==> src/rtl/tnft_pkg.sv <==
`timescale 1ns / 1ps
package tnft_pkg;

  localparam int TableDepth = 64;
  localparam int PortPool   = 256;
  localparam int RuleSlots  = 4;
  localparam int QueueDepth = 2;

  localparam logic [2:0] StFwd    = 3'd0;
  localparam logic [2:0] StNoPort = 3'd1;
  localparam logic [2:0] StNoMap  = 3'd2;
  localparam logic [2:0] StFull   = 3'd3;
  localparam logic [2:0] StTick   = 3'd4;

  localparam logic [2:0] RegExtIp   = 3'd0;
  localparam logic [2:0] RegPortBase = 3'd1;
  localparam logic [2:0] RegIdle    = 3'd2;
  localparam logic [2:0] RegRuleCnt = 3'd3;
  localparam logic [2:0] RegRule0   = 3'd4;

  localparam logic [2:0] KindTick = 3'd0;
  localparam logic [2:0] KindOut  = 3'd1;
  localparam logic [2:0] KindIn   = 3'd2;
  localparam logic [2:0] KindDrop = 3'd3;

  typedef struct packed {
    logic        cmd;
    logic        dir;
    logic [31:0] src_ip;
    logic [15:0] src_port;
    logic [31:0] dst_ip;
    logic [15:0] dst_port;
    logic        fin;
    logic [31:0] ack_num;
    logic [31:0] seq_end;
  } in_item_t;

  typedef struct packed {
    logic [2:0]  status;
    logic [31:0] new_ip;
    logic [15:0] new_port;
    logic [6:0]  removed_count;
  } out_item_t;

  typedef struct packed {
    logic [2:0] index;
    logic [63:0] data;
  } cfg_req_t;

  // classified request passed from front to back
  typedef struct packed {
    logic [2:0]  kind;
    logic        rule_hit;
    logic [31:0] rule_ip;
    logic [15:0] rule_port;
    in_item_t    pkt;
  } job_t;

endpackage

==> src/rtl/tnft_front.sv <==
`timescale 1ns / 1ps
module tnft_front #(
  parameter int RuleSlots = tnft_pkg::RuleSlots
) (
  input  logic                 clk,
  input  logic                 rst,
  input  logic                 in_valid,
  output logic                 in_stall,
  input  tnft_pkg::in_item_t   in_data,
  input  logic [31:0]          wan_ip,
  input  logic [2:0]           rule_count,
  input  logic [63:0]          rules [RuleSlots],
  output logic                 q_valid,
  input  logic                 q_stall,
  output tnft_pkg::job_t       q_data
);
  tnft_pkg::job_t job;
  logic [2:0] n_rules;
  logic       hit;
  logic [31:0] hip;
  logic [15:0] hport;

  // rule match over a handful of registers, first match wins
  always_comb begin
    n_rules = (rule_count > 3'(RuleSlots)) ? 3'(RuleSlots) : rule_count;
    hit = 1'b0;
    hip = '0;
    hport = '0;
    for (int i = RuleSlots - 1; i >= 0; i--) begin
      if (3'(i) < n_rules && rules[i][15:0] == in_data.dst_port) begin
        hit = 1'b1;
        hip = rules[i][63:32];
        hport = rules[i][31:16];
      end
    end
    job.pkt = in_data;
    job.rule_hit = hit;
    job.rule_ip = hip;
    job.rule_port = hport;
    if (in_data.cmd) job.kind = tnft_pkg::KindTick;
    else if (!in_data.dir) job.kind = tnft_pkg::KindOut;
    else if (in_data.dst_ip != wan_ip) job.kind = tnft_pkg::KindDrop;
    else job.kind = tnft_pkg::KindIn;
  end

  tnft_pkg::job_t buf_q [tnft_pkg::QueueDepth];
  logic wr_ptr, rd_ptr;
  logic [1:0] cnt;

  assign in_stall = (cnt == 2'(tnft_pkg::QueueDepth));
  assign q_valid  = (cnt != 2'd0);
  assign q_data   = buf_q[rd_ptr];

  always_ff @(posedge clk) begin
    if (rst) begin
      wr_ptr <= 1'b0;
      rd_ptr <= 1'b0;
      cnt <= '0;
    end else begin
      if (in_valid && !in_stall) begin
        buf_q[wr_ptr] <= job;
        wr_ptr <= ~wr_ptr;
      end
      if (q_valid && !q_stall) rd_ptr <= ~rd_ptr;
      cnt <= cnt + 2'(in_valid && !in_stall) - 2'(q_valid && !q_stall);
    end
  end

  assert property (@(posedge clk) disable iff (rst) cnt <= 2'(tnft_pkg::QueueDepth))
    else $error("queue overflow");
  assert property (@(posedge clk) disable iff (rst)
    (cnt == 2'd0) |-> !(q_valid)) else $error("valid on empty queue");
  assert property (@(posedge clk) disable iff (rst)
    (q_valid && q_stall) |=> q_valid) else $error("queue lost request");
endmodule

==> config.mk <==
export PLATFORM = sky130hd
export DESIGN_NAME = tnft_front
export DESIGN_NICKNAME = d
export VERILOG_FILES = /design/src/rtl/tnft_pkg.sv /design/src/rtl/tnft_front.sv
export SDC_FILE = /design/constraint.sdc
export NUM_CORES = 1
export LEC_CHECK = 0
export BUFFER_PORTS_ARGS = -buffer_cell sky130_fd_sc_hd__buf_2
export CAP_MARGIN = 10
export CELL_PAD_IN_SITES_DETAIL_PLACEMENT = 0
export CELL_PAD_IN_SITES_GLOBAL_PLACEMENT = 1
export CORE_AREA = 2 2 265 267
export DETAILED_ROUTE_END_ITERATION = 6
export DIE_AREA = 0 0 267 269
export PLACE_DENSITY = 0.67
export SLEW_MARGIN = 5
export SYNTH_ARGS = -nofsm -noshare
export SYNTH_HDL_FRONTEND = slang
export SYNTH_SLANG_ARGS = --single-unit
==> constraint.sdc <==
create_clock -name clk -period 22 [get_ports clk]
set_clock_uncertainty 0.2 [all_clocks]
set_input_delay 2.2 -clock clk [delete_from_list [all_inputs] [get_ports clk]]
set_output_delay 2.2 -clock clk [all_outputs]
set_load 0.02 [all_outputs]
# == After elaboration in Yosys (flattened, before gate mapping) ==
# Memories as Yosys holds them, arrays and structs flattened. A register that Yosys moved wholly into a read port is not among the register bits.
# Index checks and enable logic that the tools add are counted.
# word_totals
word_cells,49
rom_bits,0
in_bits,458
mem_count,1
latchBits,0
out_inout_bits,217
mem_bits_rw,428
regBits,4
# mem_list
memory,depth,width,rd,rd_clocked_by_memory_dff,write_ports,line_no,text
buf_q,2,214,1,1,1,tnft_front.sv:46,tnft_pkg::job_t buf_q [tnft_pkg::QueueDepth];
# classes
shift,0
add_sub_neg,2
mul,0
n_eq_ne,6
n_lt_le_gt_ge,5
muxes,21
n_div,0
bitwise_logic,2
reduce_logical,9
# ops
cell,n
32-bit 2-to-1 mux,4
16-bit equality test,4
16-bit 2-to-1 mux,4
32-bit != test,1
1-bit 2-to-1 mux,10
1-bit logical AND,6
"1-bit by 3-bit less-than comparator with 1-bit output, first input constant",2
"2-bit by 3-bit less-than comparator with 1-bit output, first input constant",2
2-bit 2-to-1 mux,2
"3-bit > comparator, second input constant",1
3-bit 2-to-1 mux,1
2-bit by 1-bit adder with 2-bit output,1
"2-bit equality test, second input constant",1
1-bit logical NOT,2
1-bit NOT,2
2-bit nonzero test,1
2-bit by 1-bit subtractor with 2-bit output,1

# == Longest topological paths before layout ==
# logic_depth
ltp_word,8
depth_mapped,9
depth_no_buf,8

# == Least setup slack after synthesis ==
# OpenSTA, ideal clock, no wires.
# synth_timing
path_type,input-to-reg
start,in in_valid
end,"mem buf_q[1][0] (netlist bit), enable pin"
setup_time_ps,1099
t_arrival_ps,17857
path_buffers,0
path_slack_ps,2844
path_stages,2
t_required_ps,20701
cell_sequence,o21ai_0 -> nor3b_1
# synth_between
elab_chain_cells,4
# synth_lines
item,line_no,text
from (decl),tnft_front.sv:7,"input logic in_valid,"
1-bit logical AND,tnft_front.sv:60,if (in_valid && !in_stall) begin
1-bit 2-to-1 mux,tnft_front.sv:60,
1-bit 2-to-1 mux,tnft_front.sv:55,if (rst) begin
1-bit 2-to-1 mux (not written as such),tnft_front.sv:61,buf_q[wr_ptr] <= job;
to (decl),tnft_front.sv:46,
# No other way between the ends.

==> qor.yml <==
clock_tree:
  cts_buffers: 48
  clock_path_buffers: 3
  cts_resized: 0
  hold_buffers: 0
  cts_num_sinks: 433
  cts_root_buffer: "clkbuf_16"
  clock_latency_ns: 0.58
  cts_tree: "built"
  h-tree-depth: 2
  cts_setup_buffers: 0
  cts.clk_slew.worst_paths_ns: 0.06
sta:
  setup_viol: 0
  setup_tns_ns: 0
  tightest_slew_ns: 1.10
  timing.fmax_ghz: 0.169
  hold_viol_final: 0
  fin_ws_ns: 16.08
  period_needed_ns: 5.92
  max_slew_margin_pct: 26.8
  period_share_pct: 26.9
  finalHoldWorstSlack_ns: 0.331
  rsz0062_at_grt: "false"
  slew_viol_final: 0
logic_synthesis:
  synthFlopType: "edfxtp_1"
  ys_types: 29
  ys_ff_latch: 433
  syn_avg_cell_area_um2: 16.3
  synth_warnings: 0
  synth_edf_count: 428
  synthCells: 1107
  synth_area_leaders: "edfxtp_1, mux2_2, nand2_1"
  synth_top_area_share_pct: 71.1
  syn_area_mm2: 0.0181
  synth_fp_nets: 1567
  synth-async-reset-ratio_pct: 0
  synth.largest_area_cell: "edfxtp_1"
  synth_seq_area_share_pct: 71.7
power:
  p_per_area_mw_per_mm2: 101
  power_frac_comb_pct: 24.8
  p_total_mw: 2.45
  leakagePower_nw: 8.97
  power.internal_mw: 1.72
  swShare_pct: 29.6
  clockPowerShare_pct: 33.7
  vdd_ir_drop_max_mv: 0.0477
  seqPwrFrac_pct: 41.5
  switchingPower_mw: 0.723
floorplanning:
  pin_count: 675
  initial_core_util_pct: 26.1
  die_h_um: 269
  dieArea_mm2: 0.0718
  fp.coreArea_mm2: 0.0693
  die-width_um: 267
  num_rows: 97
worst_setup_path:
  cpLargestDelayFamily: "buffers and inverters"
  worstPathRequired_ns: 19.60
  crit_path_max_incr_delay_ns: 0.77
  critPathKind: "flop to primary output"
  worst-r2r-setup-slack_ns: 18.87
  crit_chain: "buf_4 -> buf_4 -> mux2_2 -> buf_2"
  endpoint_kind: "primary output"
  reg2reg_to: "buf_q[1][136]"
  start_kind: "flop"
  slowest_stage: "buf_4"
  path_common_cell: "buf_4"
  critPathArrivalTime_ns: 3.52
  worstPathMaxFanout: 69
  ff2ff_path_depth: 5
  reg2reg_from: "cnt[1]"
  cp_num_buf_inv: 3
drt:
  drt_iter0_drc: 563
  wl_um: 56300
  route.detailed.drc: 0
  wl_per_cell_um: 20.3
  vias: 12300
  via_per_inst: 4.43
  ant_nets: 0
  dr.pass1.iters: 6
global_routing:
  first_global_vias: 12700
  grt_max_degree: 134
  antenna_found_initial: 19
  gr-usage-all-layers_pct: 14.7
  grt_pass1_wl_um: 78300
  grt_overflow: 0
finish:
  syn2layout_area_growth_pct: 33.9
  fillers: 6846
  final_util_pct: 34.9
  layout_commonest_cell: "buf_2"
  layout_common_cells: "buf_2, edfxtp_1, mux2_2"
  nNetsFinal: 2249
  drive_gt1_share_pct: 53.9
min_path:
  hold_end: "rd_ptr"
  hp-start: "rd_ptr"
  hold_path_class: "flop to flop"
  min_delay_path_depth: 2
placed_design:
  place_ws_ns: 16.41
  routabilityCongestion: 0.853
  post-dp-hpwl_um: 42200
  io_buffers: 673
run_status:
  outcome: "finished, final reports clean"
flow_run:
  timing.max_cap.violations: 0
## metal layers
| layer | vias up | wire [µm] | global-route usage, % |
|---|---|---|---|
| li1 | 5619 | - | - |
| met1 | 5985 | 20900 | 16.5 |
| met2 | 546 | 28700 | 25.6 |
| met3 | 123 | 4310 | 4.10 |
| met4 | 12 | 2300 | 7.01 |
| met5 | - | 76 | 0 |
## flip-flops by register name, indices dropped and copies added (netlist names), named ones only
| name | flops |
|---|---|
| wr_ptr | 1 |
| buf_q | 428 |
| cnt | 2 |
| rd_ptr | 1 |
## layout make-up
type	count	area, µm²	share of cell area, %
Sequential cell	433	13000	53.6
Multi-Input combinational cell	616	4900	20.2
Timing Repair Buffer	688	3490	14.4
Clock buffer	52	1240	5.12
Tap cell	940	1180	4.86
Clock inverter	37	398	1.65
Antenna cell	8	20.0	0.0828
Inverter	2	7.51	0.0310
## cell usage after synthesis, types with 3 or more instances
library cell	instances
nor2_1	11
clkbuf_1	45
nor3_1	4
mux2_2	214
o21ai_0	49
edfxtp_1	428
xnor2_1	57
buf_2	4
xor2_1	43
nor4_1	10
a32oi_1	48
nand2_1	148
dfxtp_1	5
nand4_1	14
buf_4	4
nor2b_1	3
## worst min-delay path: stages, from the launching register on
cell	delay [ns]
dfxtp_1	0.32
xnor2_1	0.08
nor2_1	0.09
## power groups by stage
stage,clock [mW],combinational (mW),sequential (mW)
5_1_grt,0.881,0.644,1.02
6_report,0.824,0.607,1.01
3_5_place_dp,0,0.614,1.03
2_1_floorplan,0,0.391,1.05
3_3_place_gp,0,0.610,1.03
4_1_cts,0.849,0.618,1.02
## through the flow
stage,cells,area [µm²]
3_5_place_dp,2679,22500
5_1_grt,2774,24200
3_3_place_gp,2679,22500
4_1_cts,2768,24200
6_report,2776,24200
2_1_floorplan,1107,18100
## cells by family after synthesis
family | Yosys count | synth area share, %
buf+inv | 58 | 1.44
flops | 433 | 71.7
fa+ha+maj | 2 | 0.138
simple gates | 199 | 4.74
xor+xnor | 100 | 4.85
mux | 214 | 13.3
compound gates | 100 | 3.78
other cells | 1 | 0.0208
## worst max-delay path by stage
| stage | start | endpoint | slack, ns | cells past startpoint |
|---|---|---|---|---|
| after floorplan | in_valid | buf_q[1][0] | 2.84 | 2 |
| after global placement | in_data[74] | buf_q[0][209] | 16.46 | 7 |
| after detailed placement | in_data[74] | buf_q[0][209] | 16.41 | 7 |
| after CTS | flop | q_data[67] | 16.05 | 4 |
| after global routing | flop | q_data[67] | 15.90 | 4 |
| final | flop | q_data[67] | 16.08 | 4 |
(Power assumes the default switching activity.)
